File: src/sv/hslrgb_pkg.sv
// ----------------------------------------------------------------------------
// hslrgb_pkg
// Types, fixed-point constants and small helpers shared by the HSL to RGB
// pipeline with terrain height shading. Fractions are Q.24 (1.0 = 2^24).
// ----------------------------------------------------------------------------
package hslrgb_pkg;

  // fixed-point layout
  localparam int FRAC   = 24;          // fraction bits
  localparam int QW     = FRAC + 1;    // unsigned fraction, covers 0 .. just under 2.0
  localparam int SW     = FRAC + 4;    // signed working width for temporaries
  localparam int FW     = FRAC;        // hue ramp factor, always below 1.0
  localparam int EW     = QW + 3;      // room for six times a hue position
  localparam int PW     = SW + FW + 1; // signed ramp product
  localparam int NTERM  = 3;           // red, green, blue hue terms
  localparam int NSTAGE = 6;           // register stages from beat in to beat out

  localparam int TRUNC_BIAS = (1 << FRAC) - 1;

  localparam logic [QW-1:0] QONE        = QW'(64'd1 << FRAC);
  localparam logic [QW-1:0] QHALF       = QW'(64'd1 << (FRAC - 1));
  localparam logic [QW-1:0] QTHIRD      = QW'((64'd1 << FRAC) / 64'd3);
  localparam logic [QW-1:0] QTWO_THIRDS = QW'((64'd1 << (FRAC + 1)) / 64'd3);

  localparam logic signed [SW-1:0] QONE_S   = $signed(SW'(QONE));
  localparam logic signed [SW-1:0] QTHIRD_S = $signed(SW'(QTHIRD));

  // scale input x (0..239 range) to Q.24 by a reciprocal multiply:
  // floor(x * 2^24 / 239) == (x * ceil(2^40 / 239)) >> 16 for all 8-bit x
  localparam logic [63:0] SCALE_MAX = 64'd239;
  localparam int RSH = 16;
  localparam int RW  = 33;
  localparam int MW  = 8 + RW;
  localparam logic [RW-1:0] QRECIP =
    RW'(((64'd1 << (FRAC + RSH)) + SCALE_MAX - 64'd1) / SCALE_MAX);

  // opcodes
  localparam logic OP_CONVERT = 1'b0;
  localparam logic OP_SHADE   = 1'b1;

  // terrain shading
  localparam logic [7:0]  SHADE_HUE     = 8'd24;
  localparam logic [7:0]  SHADE_SAT     = 8'd224;
  localparam logic [7:0]  LUM_LOWLAND   = 8'd200;
  localparam logic [7:0]  LUM_PEAK      = 8'd40;
  localparam logic [7:0]  LUM_SLOPE     = 8'd178;
  localparam logic [15:0] HEIGHT_FLAT   = 16'd8;
  localparam logic [15:0] HEIGHT_TOP    = 16'd1023;
  localparam int          HEIGHT_SHIFT  = 3;
  localparam logic [7:0]  WATER_RED     = 8'd135;
  localparam logic [7:0]  WATER_GREEN   = 8'd155;
  localparam logic [7:0]  WATER_BLUE    = 8'd226;
  localparam logic [7:0]  CHAN_MAX      = 8'd255;

  typedef struct packed {
    logic        opcode;
    logic [7:0]  hue;
    logic [7:0]  saturation;
    logic [7:0]  luminance;
    logic [15:0] land_height;
  } pix_t;

  typedef struct packed {
    logic [7:0] red;
    logic [7:0] green;
    logic [7:0] blue;
  } rgb_t;

  // scaled operands after stage 1
  typedef struct packed {
    logic [QW-1:0] hq;
    logic [QW-1:0] sq;
    logic [QW-1:0] lq;
    logic          water;
    logic          grey;
  } scaled_t;

  // result selection flags that ride along to the output stage
  typedef struct packed {
    logic       water;
    logic       grey;
    logic [7:0] grey_val;
  } side_t;

  // the two HSL temporaries and their difference
  typedef struct packed {
    logic signed [SW-1:0] t1;
    logic signed [SW-1:0] t2;
    logic signed [SW-1:0] d;
  } temps_t;

  // per-channel hue term: base select and ramp factor
  typedef struct packed {
    logic          use_t2;
    logic [FW-1:0] f;
  } hterm_t;

  // channel = trunc(v * 255 / 2^24), clamped to 0..255
  function automatic logic [7:0] to_channel(input logic signed [SW-1:0] v);
    logic [SW+7:0]      m;
    logic [SW+7-FRAC:0] c;
    m = {v, 8'd0} - {8'd0, v};
    c = m[SW+7:FRAC];
    if (v[SW-1]) begin
      return 8'd0;
    end else if (c > (SW+8-FRAC)'(CHAN_MAX)) begin
      return CHAN_MAX;
    end else begin
      return c[7:0];
    end
  endfunction

  // fold a hue position back into 0..1
  function automatic logic [QW-1:0] wrap_hue(input logic signed [SW-1:0] raw);
    logic signed [SW-1:0] t;
    if (raw[SW-1]) begin
      t = raw + QONE_S;
    end else if (raw > QONE_S) begin
      t = raw - QONE_S;
    end else begin
      t = raw;
    end
    return t[QW-1:0];
  endfunction

endpackage

File: src/sv/hslrgb_temps.sv
// ----------------------------------------------------------------------------
// hslrgb_temps
// Stages 2 and 3: forms the two HSL temporaries and, for each channel,
// classifies the wrapped hue position into a base and a ramp factor.
// ----------------------------------------------------------------------------
module hslrgb_temps (
  input  logic                                     clk,
  input  logic [1:0]                               en,
  input  hslrgb_pkg::scaled_t                      scaled,
  output hslrgb_pkg::temps_t                       temps,
  output hslrgb_pkg::hterm_t [hslrgb_pkg::NTERM-1:0] terms,
  output hslrgb_pkg::side_t                        side
);
  import hslrgb_pkg::*;

  // stage 2 combinational
  logic                 lo;
  logic [QW:0]          mul_b;
  logic [2*QW:0]        prod;
  logic signed [SW-1:0] hq_s;
  logic [QW-1:0]        tw_next [NTERM];

  // stage 2 registers
  logic [QW:0]   pq;
  logic          lo_r;
  logic [QW-1:0] lq_r;
  logic [QW-1:0] sq_r;
  logic [QW-1:0] tw [NTERM];
  side_t         side_r;

  // stage 3 combinational
  logic signed [SW-1:0] lq_s;
  logic signed [SW-1:0] sq_s;
  logic signed [SW-1:0] pq_s;
  temps_t               temps_next;
  logic [EW-1:0]        t6 [NTERM];
  logic [EW-1:0]        t2x [NTERM];
  logic [EW-1:0]        t3 [NTERM];
  logic [EW-1:0]        r6 [NTERM];
  logic [QW-1:0]        rem [NTERM];
  hterm_t               term_next [NTERM];

  // l * (1 + s) below half luminance, l * s otherwise
  assign lo    = scaled.lq < QHALF;
  assign mul_b = lo ? ({1'b0, QONE} + {1'b0, scaled.sq}) : {1'b0, scaled.sq};
  assign prod  = (2*QW+1)'(scaled.lq) * (2*QW+1)'(mul_b);
  assign hq_s  = $signed(SW'(scaled.hq));

  // hue positions for red, green, blue, wrapped into 0..1
  assign tw_next[0] = wrap_hue(hq_s + QTHIRD_S);
  assign tw_next[1] = wrap_hue(hq_s);
  assign tw_next[2] = wrap_hue(hq_s - QTHIRD_S);

  always_ff @(posedge clk) begin
    if (en[0]) begin
      pq              <= prod[FRAC+QW:FRAC];
      lo_r            <= lo;
      lq_r            <= scaled.lq;
      sq_r            <= scaled.sq;
      tw              <= tw_next;
      side_r.water    <= scaled.water;
      side_r.grey     <= scaled.grey;
      side_r.grey_val <= to_channel($signed(SW'(scaled.lq)));
    end
  end

  // temporaries
  assign lq_s = $signed(SW'(lq_r));
  assign sq_s = $signed(SW'(sq_r));
  assign pq_s = $signed(SW'(pq));

  always_comb begin
    temps_next.t2 = lo_r ? pq_s : (lq_s + sq_s - pq_s);
    temps_next.t1 = (lq_s <<< 1) - temps_next.t2;
    temps_next.d  = temps_next.t2 - temps_next.t1;
  end

  // hue segment: rising ramp, flat at t2, falling ramp, flat at t1
  always_comb begin
    for (int i = 0; i < NTERM; i++) begin
      t6[i]  = EW'(tw[i]) * EW'(6);
      t2x[i] = EW'(tw[i]) << 1;
      t3[i]  = EW'(tw[i]) * EW'(3);
      rem[i] = QTWO_THIRDS - tw[i];
      r6[i]  = EW'(rem[i]) * EW'(6);
      term_next[i].use_t2 = (t6[i] >= EW'(QONE)) && (t2x[i] < EW'(QONE));
      if (t6[i] < EW'(QONE)) begin
        term_next[i].f = t6[i][FW-1:0];
      end else if ((t2x[i] >= EW'(QONE)) && (t3[i] < (EW'(QONE) << 1))) begin
        term_next[i].f = r6[i][FW-1:0];
      end else begin
        term_next[i].f = '0;
      end
    end
  end

  always_ff @(posedge clk) begin
    if (en[1]) begin
      temps <= temps_next;
      side  <= side_r;
      for (int i = 0; i < NTERM; i++) begin
        terms[i] <= term_next[i];
      end
    end
  end

endmodule

File: config.mk
export PLATFORM = sky130hd
export DESIGN_NAME = hslrgb_temps
export DESIGN_NICKNAME = d
export VERILOG_FILES = /design/src/sv/hslrgb_pkg.sv /design/src/sv/hslrgb_temps.sv
export SDC_FILE = /design/constraint.sdc
export NUM_CORES = 2
export LEC_CHECK = 0
export BUFFER_PORTS_ARGS = -buffer_cell sky130_fd_sc_hd__buf_2
export CAP_MARGIN = 30
export CORE_MARGIN = 3
export CORE_UTILIZATION = 35
export CTS_CLUSTER_DIAMETER = 100
export DETAILED_ROUTE_END_ITERATION = 7
export GPL_TIMING_DRIVEN = 1
export SKIP_CTS_REPAIR_TIMING = 1
export SYNTH_ARGS = -nofsm -noshare
export SYNTH_HDL_FRONTEND = slang
export SYNTH_SLANG_ARGS = --single-unit
File: constraint.sdc
create_clock -name clk -period 9.3 [get_ports clk]
set_clock_uncertainty 0.15 [all_clocks]
set_input_delay 0.93 -clock clk [delete_from_list [all_inputs] [get_ports clk]]
set_output_delay 0.93 -clock clk [all_outputs]
set_load 0.1 [all_outputs]
Word level (Yosys, flattened, before mapping)
Index checks and enable logic that the tools add are counted.
{"block": "op_classes", "n_addsub": 16, "mul": 10, "div": 0, "n_lt_le_gt_ge": 20, "eq_ne": 0, "shift": 0, "mux": 13, "bitwise": 0, "n_reduce_logical": 6}
{"op": "25-bit by 2-bit multiplier with 27-bit output (second input constant)", "n": 6}
{"op": "24-bit 2-to-1 mux", "n": 6}
{"op": "25-bit 2-to-1 mux", "n": 5}
{"op": "28-bit by 25-bit greater-or-equal comparator with 1-bit output (second input constant)", "n": 3}
{"op": "28-bit by 25-bit < comparator with 1-bit output (second input constant)", "n": 3}
{"op": "27-bit by 26-bit < comparator with 1-bit output (second input constant)", "n": 3}
{"op": "26-bit by 25-bit greater-or-equal comparator with 1-bit output (second input constant)", "n": 3}
{"op": "26-bit by 25-bit < comparator with 1-bit output (second input constant)", "n": 3}
{"op": "25-bit by 2-bit multiplier with 23-bit output (second input constant)", "n": 3}
{"op": "24-bit by 25-bit subtractor with 25-bit output (first input constant)", "n": 3}
{"op": "25-bit subtractor (second input constant)", "n": 3}
{"op": "25-bit adder (second input constant)", "n": 2}
{"op": "25-bit by 26-bit multiplier with 50-bit output", "n": 1}
{"op": "33-bit by 25-bit subtractor with 34-bit output", "n": 1}
{"op": "28-bit 2-to-1 mux", "n": 1}
{"op": "27-bit by 28-bit subtractor with 28-bit output", "n": 1}
{"op": "28-bit subtractor", "n": 1}
{"op": "26-bit by 26-bit subtractor with 27-bit output", "n": 1}
{"op": "25-bit by 23-bit adder with 26-bit output (second input constant)", "n": 1}
{"op": "25-bit by 25-bit adder with 26-bit output", "n": 1}
{"op": "25-bit by 25-bit adder with 26-bit output (first input constant)", "n": 1}
{"op": "26-bit by 25-bit > comparator with 1-bit output (second input constant)", "n": 1}
{"op": "26-bit > comparator (second input constant)", "n": 1}
{"op": "26-bit 2-to-1 mux", "n": 1}
{"op": "5 further kinds", "n": 10}
{"block": "totals", "reg_bits": 331, "latch_bits": 0, "mem_bits_rw": 0, "romBits": 0, "inputBits": 80, "out_inout_bits": 169, "wordCells": 90, "mem_count": 0}

Logic depth before layout (Yosys ltp)
{"block": "logic_depth", "depth_word": 5, "depth_mapped": 35, "ltp_nobuf": 35}

Worst setup path after synthesis
No wires, ideal clock.
{"block": "synth_timing", "kind": "input port to flip-flop", "startpoint": "input port scaled[25] (netlist bit)", "endpoint": "register pq[25], data pin", "setup_time_ns": 0.260, "arrival_time_ns": 8.716, "slack_ns": 0.174, "stages": 32, "path_buffers": 3, "cell_sequence": "clkbuf_1 -> clkbuf_1 -> nor2_1 -> ha_1 -> clkbuf_1 -> and2_1 -> fa_1 -> inv_1 -> fa_1 -> fa_1 -> fa_1 -> inv_1 -> fa_1 -> fa_1 -> inv_1 -> fa_1 -> inv_1 -> ha_1 -> a21o_1 -> a21o_1 -> a22o_1 -> a31oi_1 -> o21ai_0 -> o211ai_1 -> nand3_1 -> o2111ai_1 -> o21ai_0 -> and4_1 -> a2111oi_0 -> o21bai_1 -> a21oi_1 -> xnor2_1"}
{"block": "synth_via", "elab_chain_len": 3}
{"element": "from (decl)", "line": "hslrgb_temps.sv:9", "text": "input hslrgb_pkg::scaled_t scaled,"}
{"element": "25-bit by 24-bit < comparator with 1-bit output", "line": "hslrgb_temps.sv:44", "text": "assign lo = scaled.lq < QHALF;"}
{"element": "net lo", "line": "hslrgb_temps.sv:17", "text": "logic lo;"}
{"element": "26-bit 2-to-1 mux", "line": "hslrgb_temps.sv:45", "text": "assign mul_b = lo ? ({1'b0, QONE} + {1'b0, scaled.sq}) : {1'b0, scaled.sq};"}
{"element": "25-bit by 26-bit multiplier with 50-bit output", "line": "hslrgb_temps.sv:46", "text": "assign prod = (2*QW+1)'(scaled.lq) * (2*QW+1)'(mul_b);"}
{"element": "net prod[49]", "line": "hslrgb_temps.sv:19", "text": "logic [2*QW:0] prod;"}
{"element": "to (signal assigned)", "line": "hslrgb_temps.sv:56", "text": "pq <= prod[FRAC+QW:FRAC];"}
{"element": "to (decl)", "line": "hslrgb_temps.sv:24", "text": "logic [QW:0] pq;"}
The timed path passes the listed nets, and every way through them passes these cells.
A chain may end at the register's enable or synchronous reset.

Final worst setup path
{"block": "layout_timing", "startpoint": "input port scaled[26] (netlist bit)", "endpoint": "register pq[24], data pin"}
The elaborated chain is that of the path after synthesis.

==> key figures <==
Outcome
  • Status: completed

Hold path
  • Hold wc startpoint: side_r[5]
  • Hold Path Class: flip-flop to flip-flop
  • Hold Crit Depth: 0
  • Hold EP: side[5]

Timing
  • Pins Over Slew Limit: 0
  • Rel. slew slack: 0.352
  • Top achievable clock speed: 113 MHz
  • Hold Violations, Final: 0
  • Measured slew at the worst slew-check pin: 0.970 ns
  • Hold WS: 0.267 ns
  • Period utilization: 0.948
  • Minimum clock period: 8.81 ns
  • RSZ-0062 raised after global routing: false
  • Final setup fails: 0
  • Setup TNS: 0 ns

Yosys
  • Synth Instances: 4772
  • Synth Warn #: 0
  • Ranking of synthesized cells by area: fa_1, edfxtp_1, ha_1
  • Leading area contributor after synthesis: fa_1
  • Fraction of registers with async set/reset: 0
  • Yosys reg bits: 324
  • Cell with the most instances after synthesis: inv_1
  • Top post-synthesis cells by count: inv_1, fa_1, ha_1
  • Post-synthesis sequential area ratio: 0.212
  • Cell area after synthesis: 0.0458 mm2
  • Synth top area share: 0.253
  • Top_reg_cell synth: edfxtp_1
  • Unique cell type count in the Yosys netlist: 102
  • Post-synth EDFFs: 324
  • Syn avg cell area: 9.60 um2

Critical path
  • FF-to-FF setup slack: 0.84 ns
  • Maximum single-stage delay on the critical path: 0.53 ns
  • Reg2reg path depth: 33
  • Launching element type of the critical path: input port
  • Crit-path max FO: 5
  • Crit path buffers/inverters: 8
  • Worst Path Required: 9.48 ns
  • Reg2reg start: lq_r[1]
  • Delay-heaviest family, CP: adder cells
  • CP Capture Type: flip-flop
  • Worst R2R End: temps[27]
  • WP data arrival: 8.99 ns
  • Critical path class: input port to flip-flop
  • Critical path's slowest cell: fa_1
  • CP most frequent cell: fa_1

Finish
  • Synthesis-to-finish area growth: 11.3%
  • Final core occ: 0.393
  • Final instance area: 0.0510 mm2
  • NumNets Final: 6225
  • Layout cell share with drive strength beyond 1: 0.101

Placed design
  • Dpl cell area: 0.0496 mm2
  • Gpl congestion: 0.906
  • I/O Buffers: 244
  • DP Wirelength: 102 mm

Global routing
  • Global Route Usage Sum: 0.180
  • Number of global-route vias before repair: 34.7k
  • Initial antenna violation count: 21
  • Largest net degree at the start of global routing: 75
  • First-pass GRT wire length: 193 mm
  • GRT overflow: 0

Clock network
  • CTS tree: yes
  • Root Driver: clkbuf_16
  • CTS Buffer Depth: 3
  • Clock Latency Late Sink: 0.58 ns
  • H-tree level count: 2
  • CTS buffer count: 41
  • Reg clk slew, reported paths: 0.05 ns
  • Clock sinks: 324

Die
  • Core area: 0.130 mm2
  • Starting density of the core: 0.353
  • Die Span Y: 368 um
  • Number of top-level pins: 249
  • Die area: 0.135 mm2
  • Rows: 132
  • Die Wd: 368 um

Route
  • Total Wirelength: 122 mm
  • Via/cell ratio: 4.88
  • Via count: 33.3k
  • 1st-pass router iterations: 5
  • Initial DRC Count: 1928
  • DRC violations left: 0
  • WL per Instance: 17.9 um
  • Final ANT Viol Nets: 0

Flow run
  • Max Cap Violations: 0
state kept, by name, summed over array words and instances, names as in the netlist:
register and count:
terms 72, lo_r 1, t2x 74, lq_r 25, side 10, temps 81, side_r 10, pq 26
sq_r 25
final cells by class:
type / instances / area [um2]
inverter: 933 / 3500
clock buffer: 48 / 1070
multi-input combinational: 3358 / 31900
clock inverter: 25 / 274
fill: 12965 / 78800
antenna: 8 / 20.0
tap: 1742 / 2180
sequential: 324 / 9730
timing repair buffer: 383 / 2300
how the worst max path moves through the flow:
| stage | startpoint | cells after the start | to |
|---|---|---|---|
| finish | scaled[26] | 32 | pq[24] |
| global route | scaled[26] | 32 | pq[25] |
| CTS | scaled[26] | 32 | pq[24] |
| detailed placement | scaled[26] | 32 | pq[24] |
| global placement | scaled[26] | 32 | pq[24] |
| floorplan | scaled[25] | 32 | pq[25] |
layer usage:
metal / vias to the layer above / global-route usage / routed length, um
met3: 153 / 0.0329 / 7290
met2: 760 / 0.305 / 57300
met5: - / 0 / 69
li1: 15881 / - / -
met1: 16494 / 0.236 / 53600
met4: 10 / 0.0503 / 3520
placed cells by master (no fill, tap or decap), drive strengths merged, types with 28 or more instances in the layout:
cell type	Yosys	layout
inv	932	936
fa	579	579
ha	525	525
nand2	430	430
buf	15	383
and2	354	354
edfxtp	324	324
xnor2	241	241
a21oi	169	169
nor2	151	151
o21ai	122	122
a21o	94	94
nor3	59	59
xor2	56	56
o22ai	52	52
o21a	49	49
clkbuf	144	48
o21bai	44	44
nand3	44	44
nor2b	39	39
nand2b	28	28
cell families (layout without fill, tap and decap cells):
kind of cell             count (synthesis)  after routing  share of synthesized area
AO/OA/AOI/OAI                          705            705                      0.102
XOR/XNOR                               297            297                     0.0571
adder cells (fa/ha/maj)               1113           1113                      0.398
buffers and inverters                 1093           1389                     0.0915
flip-flops                             324            324                      0.212
multiplexers                            13             13                    0.00298
other                                    1             12                  0.0000818
AND/OR/NAND/NOR                       1226           1226                      0.135
per-stage QoR:
stage	setup WS, ns	std cells
after floorplan	0.174	4775
after global placement	-0.0869	6740
after detailed placement	-0.124	6740
after CTS	0.479	6813
after global routing	0.0933	6815
final	0.485	6821
Power is not shown: default switching activity piles up to over one toggle a cycle in this logic, so the estimate is an artifact.
