<file path="src/sv/hslrgb_pkg.sv">
// ----------------------------------------------------------------------------
// hslrgb_pkg
// Types, fixed-point constants and small helpers shared by the HSL to RGB
// pipeline with terrain height shading. Fractions are Q.24 (1.0 = 2^24).
// ----------------------------------------------------------------------------
package hslrgb_pkg;

  // fixed-point layout
  localparam int FRAC   = 24;          // fraction bits
  localparam int QW     = FRAC + 1;    // unsigned fraction, covers 0 .. just under 2.0
  localparam int SW     = FRAC + 4;    // signed working width for temporaries
  localparam int FW     = FRAC;        // hue ramp factor, always below 1.0
  localparam int EW     = QW + 3;      // room for six times a hue position
  localparam int PW     = SW + FW + 1; // signed ramp product
  localparam int NTERM  = 3;           // red, green, blue hue terms
  localparam int NSTAGE = 6;           // register stages from beat in to beat out

  localparam int TRUNC_BIAS = (1 << FRAC) - 1;

  localparam logic [QW-1:0] QONE        = QW'(64'd1 << FRAC);
  localparam logic [QW-1:0] QHALF       = QW'(64'd1 << (FRAC - 1));
  localparam logic [QW-1:0] QTHIRD      = QW'((64'd1 << FRAC) / 64'd3);
  localparam logic [QW-1:0] QTWO_THIRDS = QW'((64'd1 << (FRAC + 1)) / 64'd3);

  localparam logic signed [SW-1:0] QONE_S   = $signed(SW'(QONE));
  localparam logic signed [SW-1:0] QTHIRD_S = $signed(SW'(QTHIRD));

  // scale input x (0..239 range) to Q.24 by a reciprocal multiply:
  // floor(x * 2^24 / 239) == (x * ceil(2^40 / 239)) >> 16 for all 8-bit x
  localparam logic [63:0] SCALE_MAX = 64'd239;
  localparam int RSH = 16;
  localparam int RW  = 33;
  localparam int MW  = 8 + RW;
  localparam logic [RW-1:0] QRECIP =
    RW'(((64'd1 << (FRAC + RSH)) + SCALE_MAX - 64'd1) / SCALE_MAX);

  // opcodes
  localparam logic OP_CONVERT = 1'b0;
  localparam logic OP_SHADE   = 1'b1;

  // terrain shading
  localparam logic [7:0]  SHADE_HUE     = 8'd24;
  localparam logic [7:0]  SHADE_SAT     = 8'd224;
  localparam logic [7:0]  LUM_LOWLAND   = 8'd200;
  localparam logic [7:0]  LUM_PEAK      = 8'd40;
  localparam logic [7:0]  LUM_SLOPE     = 8'd178;
  localparam logic [15:0] HEIGHT_FLAT   = 16'd8;
  localparam logic [15:0] HEIGHT_TOP    = 16'd1023;
  localparam int          HEIGHT_SHIFT  = 3;
  localparam logic [7:0]  WATER_RED     = 8'd135;
  localparam logic [7:0]  WATER_GREEN   = 8'd155;
  localparam logic [7:0]  WATER_BLUE    = 8'd226;
  localparam logic [7:0]  CHAN_MAX      = 8'd255;

  typedef struct packed {
    logic        opcode;
    logic [7:0]  hue;
    logic [7:0]  saturation;
    logic [7:0]  luminance;
    logic [15:0] land_height;
  } pix_t;

  typedef struct packed {
    logic [7:0] red;
    logic [7:0] green;
    logic [7:0] blue;
  } rgb_t;

  // scaled operands after stage 1
  typedef struct packed {
    logic [QW-1:0] hq;
    logic [QW-1:0] sq;
    logic [QW-1:0] lq;
    logic          water;
    logic          grey;
  } scaled_t;

  // result selection flags that ride along to the output stage
  typedef struct packed {
    logic       water;
    logic       grey;
    logic [7:0] grey_val;
  } side_t;

  // the two HSL temporaries and their difference
  typedef struct packed {
    logic signed [SW-1:0] t1;
    logic signed [SW-1:0] t2;
    logic signed [SW-1:0] d;
  } temps_t;

  // per-channel hue term: base select and ramp factor
  typedef struct packed {
    logic          use_t2;
    logic [FW-1:0] f;
  } hterm_t;

  // channel = trunc(v * 255 / 2^24), clamped to 0..255
  function automatic logic [7:0] to_channel(input logic signed [SW-1:0] v);
    logic [SW+7:0]      m;
    logic [SW+7-FRAC:0] c;
    m = {v, 8'd0} - {8'd0, v};
    c = m[SW+7:FRAC];
    if (v[SW-1]) begin
      return 8'd0;
    end else if (c > (SW+8-FRAC)'(CHAN_MAX)) begin
      return CHAN_MAX;
    end else begin
      return c[7:0];
    end
  endfunction

  // fold a hue position back into 0..1
  function automatic logic [QW-1:0] wrap_hue(input logic signed [SW-1:0] raw);
    logic signed [SW-1:0] t;
    if (raw[SW-1]) begin
      t = raw + QONE_S;
    end else if (raw > QONE_S) begin
      t = raw - QONE_S;
    end else begin
      t = raw;
    end
    return t[QW-1:0];
  endfunction

endpackage

</file>
<file path="src/sv/hslrgb_scale.sv">
// ----------------------------------------------------------------------------
// hslrgb_scale
// Stage 1: picks the effective hue, saturation and luminance for the mode
// and scales each to Q.24 with a reciprocal multiply.
// ----------------------------------------------------------------------------
module hslrgb_scale (
  input  logic                clk,
  input  logic                en,
  input  hslrgb_pkg::pix_t    pix,
  output hslrgb_pkg::scaled_t scaled
);
  import hslrgb_pkg::*;

  logic [7:0]    shade_lum;
  logic [7:0]    hue_x;
  logic [7:0]    sat_x;
  logic [7:0]    lum_x;
  logic [MW-1:0] hue_p;
  logic [MW-1:0] sat_p;
  logic [MW-1:0] lum_p;

  // luminance from terrain height
  always_comb begin
    if (pix.land_height < HEIGHT_FLAT) begin
      shade_lum = LUM_LOWLAND;
    end else if (pix.land_height > HEIGHT_TOP) begin
      shade_lum = LUM_PEAK;
    end else begin
      shade_lum = LUM_SLOPE - 8'(pix.land_height >> HEIGHT_SHIFT);
    end
  end

  // operand select per mode
  always_comb begin
    if (pix.opcode == OP_SHADE) begin
      hue_x = SHADE_HUE;
      sat_x = SHADE_SAT;
      lum_x = shade_lum;
    end else begin
      hue_x = pix.hue;
      sat_x = pix.saturation;
      lum_x = pix.luminance;
    end
  end

  // divide by 239 through the reciprocal
  assign hue_p = MW'(hue_x) * MW'(QRECIP);
  assign sat_p = MW'(sat_x) * MW'(QRECIP);
  assign lum_p = MW'(lum_x) * MW'(QRECIP);

  always_ff @(posedge clk) begin
    if (en) begin
      scaled.hq    <= hue_p[RSH+QW-1:RSH];
      scaled.sq    <= sat_p[RSH+QW-1:RSH];
      scaled.lq    <= lum_p[RSH+QW-1:RSH];
      scaled.water <= (pix.opcode == OP_SHADE) && (pix.land_height == '0);
      scaled.grey  <= (sat_x == '0);
    end
  end

endmodule

</file>
<file path="config.mk">
export PLATFORM = sky130hd
export DESIGN_NAME = hslrgb_scale
export DESIGN_NICKNAME = d
export VERILOG_FILES = /design/src/sv/hslrgb_pkg.sv /design/src/sv/hslrgb_scale.sv
export SDC_FILE = /design/constraint.sdc
export NUM_CORES = 1
export LEC_CHECK = 0
export ABC_AREA = 1
export BUFFER_PORTS_ARGS = -buffer_cell sky130_fd_sc_hd__buf_2
export CORE_MARGIN = 2
export CORE_UTILIZATION = 25
export DETAILED_ROUTE_END_ITERATION = 10
export PLACE_DENSITY = 0.42
export SLEW_MARGIN = 0
export SYNTH_ARGS = -nofsm -noshare
export SYNTH_HDL_FRONTEND = slang
export SYNTH_SLANG_ARGS = --single-unit
</file>
<file path="constraint.sdc">
create_clock -name clk -period 10.4 [get_ports clk]
set_clock_uncertainty 0.2 [all_clocks]
set_input_delay 1.56 -clock clk [delete_from_list [all_inputs] [get_ports clk]]
set_output_delay 1.56 -clock clk [all_outputs]
set_load 0.005 [all_outputs]
</file>
# Yosys cells after proc, flatten, opt, wreduce, memory -nomap -nowiden
# Cells that the tools add are included.
[word_totals]
latch_bits = 0
wordCells = 19
in_bits = 43
mem_bits_rw = 0
reg_bits = 77
rom_bits = 0
n_memories = 0
[op_classes]
n_shift = 0
magnitude_cmp = 2
eq_ne = 0
bitwise = 0
n_div = 0
n_mux = 5
mul = 3
addsub = 1
reduce_logical = 3
[op_table]
columns = ["operator", "n"]
rows = [
  ["$mul A8 B32 Y40 const B", 3],
  ["$mux W8", 5],
  ["$gt A16 B10 Y1 const B", 1],
  ["$logic_not A16 Y1", 1],
  ["$lt A16 B4 Y1 const B", 1],
  ["$logic_not A8 Y1", 1],
  ["$sub A8 B8 Y8 const A", 1],
  ["$logic_and A1 B1 Y1", 1],
]

# Logic depth before layout (Yosys ltp)
# Gate-level depths: netlist of the first run.
[depth]
ltp_word = 5
mapped_depth = 29

# Least setup slack after synthesis of the first run
# OpenSTA, ideal clock, no wires.
[synth_path]
path_kind = "input-to-reg"
start = "in pix[11] in the netlist's numbering"
end = "reg scaled[15] in the netlist's numbering, data pin"
path_buffers = 1
required_ns = 9.947
setup_ns = 0.253
path_stages = 23
arrival_ns = 6.018
slack_ns = 3.929
cell_sequence = "nor2_1 and3_1 buf_2 inv_2 nor2_1 nor2_2 nand2_1 o22ai_1 inv_1 fa_1 fa_1 inv_1 fa_1 fa_1 ha_1 a21oi_1 inv_1 o21ai_0 nand2_1 o21ai_0 nand3_1 nand2_1 nand2_1"
[synth_between]
elab_chain_len = 5
word_cells_on_any_way = 6
[synth_rtl]
columns = ["element", "line", "source"]
rows = [
  ["start: declaration", "hslrgb_scale.sv:9", "input hslrgb_pkg::pix_t pix,"],
  ["$gt A16 B10 Y1", "hslrgb_scale.sv:26", "end else if (pix.land_height > HEIGHT_TOP) begin"],
  ["$mux W8", "hslrgb_scale.sv:26", ""],
  ["$mux W8 *", "hslrgb_scale.sv:24", "if (pix.land_height < HEIGHT_FLAT) begin"],
  ["$mux W8 *", "hslrgb_scale.sv:35", "if (pix.opcode == OP_SHADE) begin"],
  ["$mul A8 B32 Y40 *", "hslrgb_scale.sv:49", "assign lum_p = MW'(lum_x) * MW'(QRECIP);"],
  ["named net lum_p[29]", "hslrgb_scale.sv:20", "logic [MW-1:0] lum_p;"],
  ["end: declaration", "hslrgb_scale.sv:10", "output hslrgb_pkg::scaled_t scaled"],
]
# The timed path passes the listed nets; every way through them passes the cells marked *.
# A chain may end at the register's enable or synchronous reset.

# Worst setup path in the final report of the first run
[layout_path]
start = "in pix[11] in the netlist's numbering"
end = "reg scaled[7] in the netlist's numbering, data pin"
# The elaborated chain is that of the path after synthesis.

==> impl_results.md, run 1 <==
* Root buffer cell: clkbuf_16
* Clk slew on worst S/H paths at around 70 ps
* Layout cell share with drive strength beyond 1 at under 10%
* Worst hold path class: in2reg
* Count of different cell masters after synthesis at just over 40
* Largest net degree at the start of global routing at just under 60
* Crit path max-delay family: adder cells
* CP required at 10340 ps
* Setup TNS at 0 ps
* Met3 Use GR at roughly 2.2%
* Place WS at 3050 ps
* CP arrival at 6900 ps
* Worst VDD drop at just under 0.09 mV
* Final ANT Viol Nets at 0
* Met2 Resource Use GR at 28.5%
* Worst setup EP type: register
* I/O Buffers at ~120
* Util after Layout at around 28%
* Mapped Nets at 2490
* Count leader, synth: nand2_1
* Dominant cells by area after synthesis: ha_1 22%, fa_1 19%, edfxtp_1 15%, nand2_1 11%, inv_1 9.9%
* Die Y at roughly 250 um
* Met1 Usage GRT at 23.2%
* First-pass GRT wire length at 82300 um
* Worst path max stage delay at 690 ps
* Setup crit start: pix[11]
* CTS Buffer Depth at 2
* Switching share of power at 53.6%
* Largest area contributor in the netlist: ha_1
* Cts hold-fix bufs at 0
* Overall Global Routing Usage at 17.0%
* Logic pwr share at 72.8%
* CTS Buf Count at 9
* Avg WL per Cell at 18.1 um
* Die Footprint at 63700 um2
* Crit-path max FO at 10
* CTS H-tree depth at 3
* Post-CTS setup buffer count at 0
* GR peak layer: met2
* Clock sinks at 77
* Remaining Overflow, GRT at 0
* Initial core utilization at 25.1%
* Core area at 61400 um2
* Count of nets after finishing at approximately 2600
* Hold Path Origin: pix[2]
* Power per Cell Area at 200 nW/um2
* Vias in the first global route at between 10000 and 15000
* Fin worst setup slack at 3440 ps
* Most frequent CP cell: nand2_1
* # setup viols final at 0
* DP Wirelength at between 40000 and 50000 um
* Initial antenna violation count at 6
* Final worst path period need at 6960 ps
* Post-Route WL at 53300 um
* Drt first-iter violations at a little under 800
* EDFF count, synth at 77
* Biggest register: scaled
* Slew Limit Fails at 0
* Cell-internal power at 1.61 mW
* Post-synthesis cell count at 2024
* Die Width at 252 um
* Synth top area share at 22.1%
* Crit path launch type: primary input
* Fraction of registers with async set/reset at 0%
* Max reg flops at 77
* DRC Markers at 0
* Routed vias at 13600
* Vias per std cell at 4.62
* Post-CTS resize count at 0
* Sequential power share at between 15 and 20%
* Synthesis-to-finish area growth at 12.5%
* Seq/Total Area, Yosys at 15.0%
* CP Class: in2reg
* Mapped Avg Cell Area at about 7.6 um2
* Cell area after synthesis at 15400 um2
* Final period utilization at 66.9%
* CP bufs+invs at 5
* RSZ-0062 raised after global routing: false
* YS warnings at 0
* Synthesis-stage register bit count at 77
* I/O pin cnt at between 100 and 150
* CTS tree: done
* LEAKAGE at 9.30 nW
* Least-Margin Pin Slew at 1020 ps
* Main synth FF type: edfxtp_1
* Pre-antenna DRT Iters at 6
* Row Count at between 90 and 100
* Gpl congestion at 0.917
* Synth cell count leaders: 462 x nand2_1, 406 x inv_1, 273 x ha_1
* Status: completed
* Fin. Hold Viols at 0
* MaxCap Viol Count at 0
* Clock power frac at 11.4%
* NetSw at 1.87 mW
* F_max at 144 MHz
* Crit-path slowest cell: fa_1
* Slew HR at between 30% and 40%
* Biggest registers after layout: scaled (77)
cell families (layout without fill, tap and decap cells):
kind of cell	Yosys count	after routing	share of synthesized area (%)
fa+ha+maj	423	423	41.6
buf+inv	411	544	10.0
flops	77	77	15.0
compound gates	244	244	8.90
simple gates	834	834	22.5
other cells	0	2	0
xor+xnor	35	35	1.99
metal layers:
layer / up-vias / wire length [um]
li1: 6742 / -
met1: 6504 / 25100
met2: 319 / 25100
met3: 41 / 2050
met4: 4 / 915
met5: - / 131
path summary, 6_finish.rpt:
| kind | depth (start not counted) | to |
|---|---|---|
| max | 25 | scaled[7] |
| min | 2 | scaled[1] |
area by class of cell:
| class | count | area [um2] |
|---|---|---|
| antenna | 2 | 5.00 |
| clock buffer | 10 | 229 |
| clock inverter | 6 | 111 |
| fill | 6661 | 44000 |
| inverter | 407 | 1530 |
| multi-input combinational | 1536 | 11600 |
| sequential | 77 | 2310 |
| tap | 790 | 988 |
| timing repair buffer | 121 | 613 |
placed cells by master, fill, tap and decap left out, types with 6 or more instances in the layout:
master / instances
nand4_1: 19
nor2_1: 199
nand2_2: 11
nand2_1: 462
a31oi_1: 9
o21ai_0: 60
o21bai_1: 18
o21a_1: 9
inv_1: 406
a21o_1: 11
clkbuf_16: 9
nor2_2: 6
edfxtp_1: 77
nand3b_1: 6
nor3_1: 24
nand3_1: 85
ha_1: 273
buf_2: 118
fa_1: 150
a21oi_1: 116
xor2_1: 32
a21boi_0: 7
power groups by stage:
stage	clock network [mW]	logic, mW	registers [mW]
global route	0.419	2.86	0.565
detailed placement	0	2.52	0.561
floorplan	0	1.65	0.571
finish	0.397	2.53	0.551
global placement	0	2.54	0.560
CTS	0.413	2.55	0.556
through the flow:
stage,area (um2),total power [mW],hold slack (ps),instances
3_5_place_dp,17000,3.08,1750,2931
4_1_cts,17400,3.51,1330,2947
6_report,17400,3.48,1360,2949
5_1_grt,17400,3.84,1350,2948
2_1_floorplan,15400,2.22,1470,2024
3_3_place_gp,17000,3.10,1750,2931
No activity file was read; power rests on OpenSTA's default activity.
==> inputs of run 2 (changes only) <==
Clock period 10.4 ns to 6.5 ns, I/O delays scaled along.
==> run 2 against run 1 <==
Effect of this change:
- combinational power is 59% higher
- via count is 0.15% lower
- global-route usage is 0.19 points lower
- clock power is 45% higher
- sequential share of layout area is 0.12 points lower
- non-clock buffer count is 27 higher
- wire length is 1.5% lower
- die area stayed put
- final cell count is 0.85% higher
- power is 58% higher
- setup slack worse by 2900 ps
- hold slack worse by 620 ps
- largest power group unchanged
==> impl_results.md, run 2 (same netlist as run 1, synthesis figures left out) <==
* CTS Buf Count at 9 (unchanged)
* Count of nets after finishing at 2645 (+1.0%)
* GR peak layer: met2
* Slew HR at 35.1% (+3.5 points)
* First-pass GRT wire length at 81200 um (-1.4%)
* Clock power frac at 10.5% (-0.9 points)
* DRC Markers at 0 (unchanged)
* Met3 Use GR at 2.27% (+0.031 points)
* Critical Path, Cell by Cell: buf_2 > nor2_1 > and3_2 > inv_2 > nor2_1 > nor2_2 > nand2_1 > nor2_1 > a21oi_1 > inv_1 > ha_1 > inv_1 > fa_1 > fa_1 > fa_1 > inv_1 > ha_1 > nand2_1 > nor2_2 > nand2_1 > nor4_2 > nand3_1 > nand4_1 > nand2_1
* Fin. Hold Viols at 0 (unchanged)
* Post-CTS resize count at 0 (unchanged)
* Worst setup EP type: register
* Drt first-iter violations at 775 (-2.0%)
* RSZ-0062 raised after global routing: false
* Power per Cell Area at 313 nW/um2 (+56%)
* Row Count at 91 (unchanged)
* Gpl congestion at 0.917 (about the same)
* Crit path launch type: primary input
* Fin worst setup slack at 532 ps (-2910 ps)
* Routed vias at 13600 (-0.15%)
* Pre-antenna DRT Iters at 6 (unchanged)
* Avg WL per Cell at 17.7 um (-2.3%)
* Least-Margin Pin Slew at 973 ps (-48.2 ps)
* Overall Global Routing Usage at 16.8% (-0.19 points)
* Most common cell after layout, fill and taps aside: nand2_1
* CTS Buffer Depth at 2 (unchanged)
* Worst hold path class: in2reg
* Max reg flops at 77 (unchanged)
* Layout cell share with drive strength beyond 1 at 9.11% (+1.2 points)
* Die Width at 252 um (unchanged)
* Commonest non-fill, non-tap cells in the layout: 462 x nand2_1, 406 x inv_1, 273 x ha_1, 199 x nor2_1, 150 x fa_1
* Initial antenna violation count at 0 (-6)
* Biggest register: scaled
* I/O pin cnt at 120 (unchanged)
* Worst VDD drop at 0.125 mV (+44%)
* CP arrival at 5910 ps (-990 ps)
* Synthesis-to-finish area growth at 13.5%
* Final period utilization at 91.8%
* Setup TNS at 0 ps (unchanged)
* Hold WS at 735 ps (-623 ps)
* Switching share of power at 53.9% (+0.31 points)
* Cts hold-fix bufs at 0 (unchanged)
* Post-Route WL at 52600 um (-1.5%)
* Remaining Overflow, GRT at 0 (unchanged)
* Slew Limit Fails at 0 (unchanged)
* Core area at 61400 um2 (unchanged)
* Worst path max stage delay at 540 ps (-150 ps)
* Met1 Usage GRT at 22.3% (-0.93 points)
* Cell-internal power at 2.52 mW (+56%)
* Crit-path max FO at 6 (-4)
* LEAKAGE at 9.41 nW (+1.2%)
* Met2 Resource Use GR at 28.8% (+0.26 points)
* Reg area at 2310 um2 (unchanged)
* Vias per std cell at 4.57 (-0.99%)
* CTS H-tree depth at 3 (unchanged)
* Antenna Cells at 0 (-2)
* Total power at 5.48 mW (+58%)
* MaxCap Viol Count at 0 (unchanged)
* Logic pwr share at 73.3% (+0.5 points)
* Sequential power share at 16.1% (+0.3 points)
* Multi-input logic area at 11600 um2 (about the same)
* F_max at about 170 MHz
* Fillers at 6729 (+1.0%)
* Biggest registers after layout: scaled (77)
* Status: completed
* Largest net degree at the start of global routing at 65 (+12%)
* Vias in the first global route at 14000 (+0.88%)
* NetSw at 2.96 mW (+58%)
* Post-CTS setup buffer count at 0 (unchanged)
* Clk slew on worst S/H paths at 80 ps (about the same)
* # setup viols final at 0 (unchanged)
* Crit-path slowest cell: fa_1
* CTS tree: done
* Root buffer cell: clkbuf_16
* Initial core utilization at 25.1% (unchanged)
* Die Y at 252 um (unchanged)
* Most frequent CP cell: nand2_1
* CP Class: in2reg
* Place WS at 41.3 ps (-3010 ps)
* Die Footprint at 63700 um2 (unchanged)
* Final ANT Viol Nets at 0 (unchanged)
* DP Wirelength at 46600 um (-1.0%)
* CP required at 6440 ps (-3900 ps)
* Clock sinks at 77 (unchanged)
* I/O Buffers at 119 (unchanged)
* Final worst path period need at 5970 ps
run 2: cell count changes in the layout (fill, tap and decap cells not counted), sizes merged:
cell | previous run | this run
clkbuf | 10 | 9
diode | 2 | 0
inv | 407 | 409
bufinv | 3 | 1
buf | 121 | 148
clkinvlp | 1 | 2
run 2: path summary, 6_finish.rpt:
kind | from | end | cells past startpoint
hold / removal | en | scaled[60] | 1
setup / recovery | pix[11] | scaled[25] | 24
run 2: critical path, delay by kind of cell:
family	cells	cell delay, ps
compound gates	1	290
fa+ha+maj	5	2310
buf+inv	5	420
simple gates	13	1910
run 2: power groups by stage:
stage          clock network, mW  registers, mW  logic, mW
2_1_floorplan                  0          0.913       2.64
3_3_place_gp                   0          0.901       4.04
3_5_place_dp                   0          0.901       4.01
4_1_cts                    0.596          0.892       4.05
5_1_grt                    0.611          0.904       4.57
6_report                   0.577          0.884       4.02
run 2: final cells by class:
type                    count  share of cell area [%]
repair buffers            148                    4.66
multi-input cells        1536                    66.1
well taps                 790                    5.64
clock buffers               9                    1.29
clock inverters             7                   0.421
inverters                 407                    8.72
flip-flops and latches     77                    13.2
run 2: per-stage QoR:
| stage | cells | utilization, % | instance area (um2) |
|---|---|---|---|
| 6_report | 2974 | 28.5 | 17500 |
| 5_1_grt | 2974 | 28.5 | 17500 |
| 4_1_cts | 2974 | 28.5 | 17500 |
| 3_5_place_dp | 2958 | 28.1 | 17200 |
| 3_3_place_gp | 2958 | 28.1 | 17200 |
| 2_1_floorplan | 2024 | - | 15400 |
run 2: metal layers:
layer / share of wire, % / vias to the layer above
met2: 47 / 281
met4: 1.7 / 0
met3: 4.1 / 45
met5: 0 / -
met1: 47 / 6461
li1: - / 6803
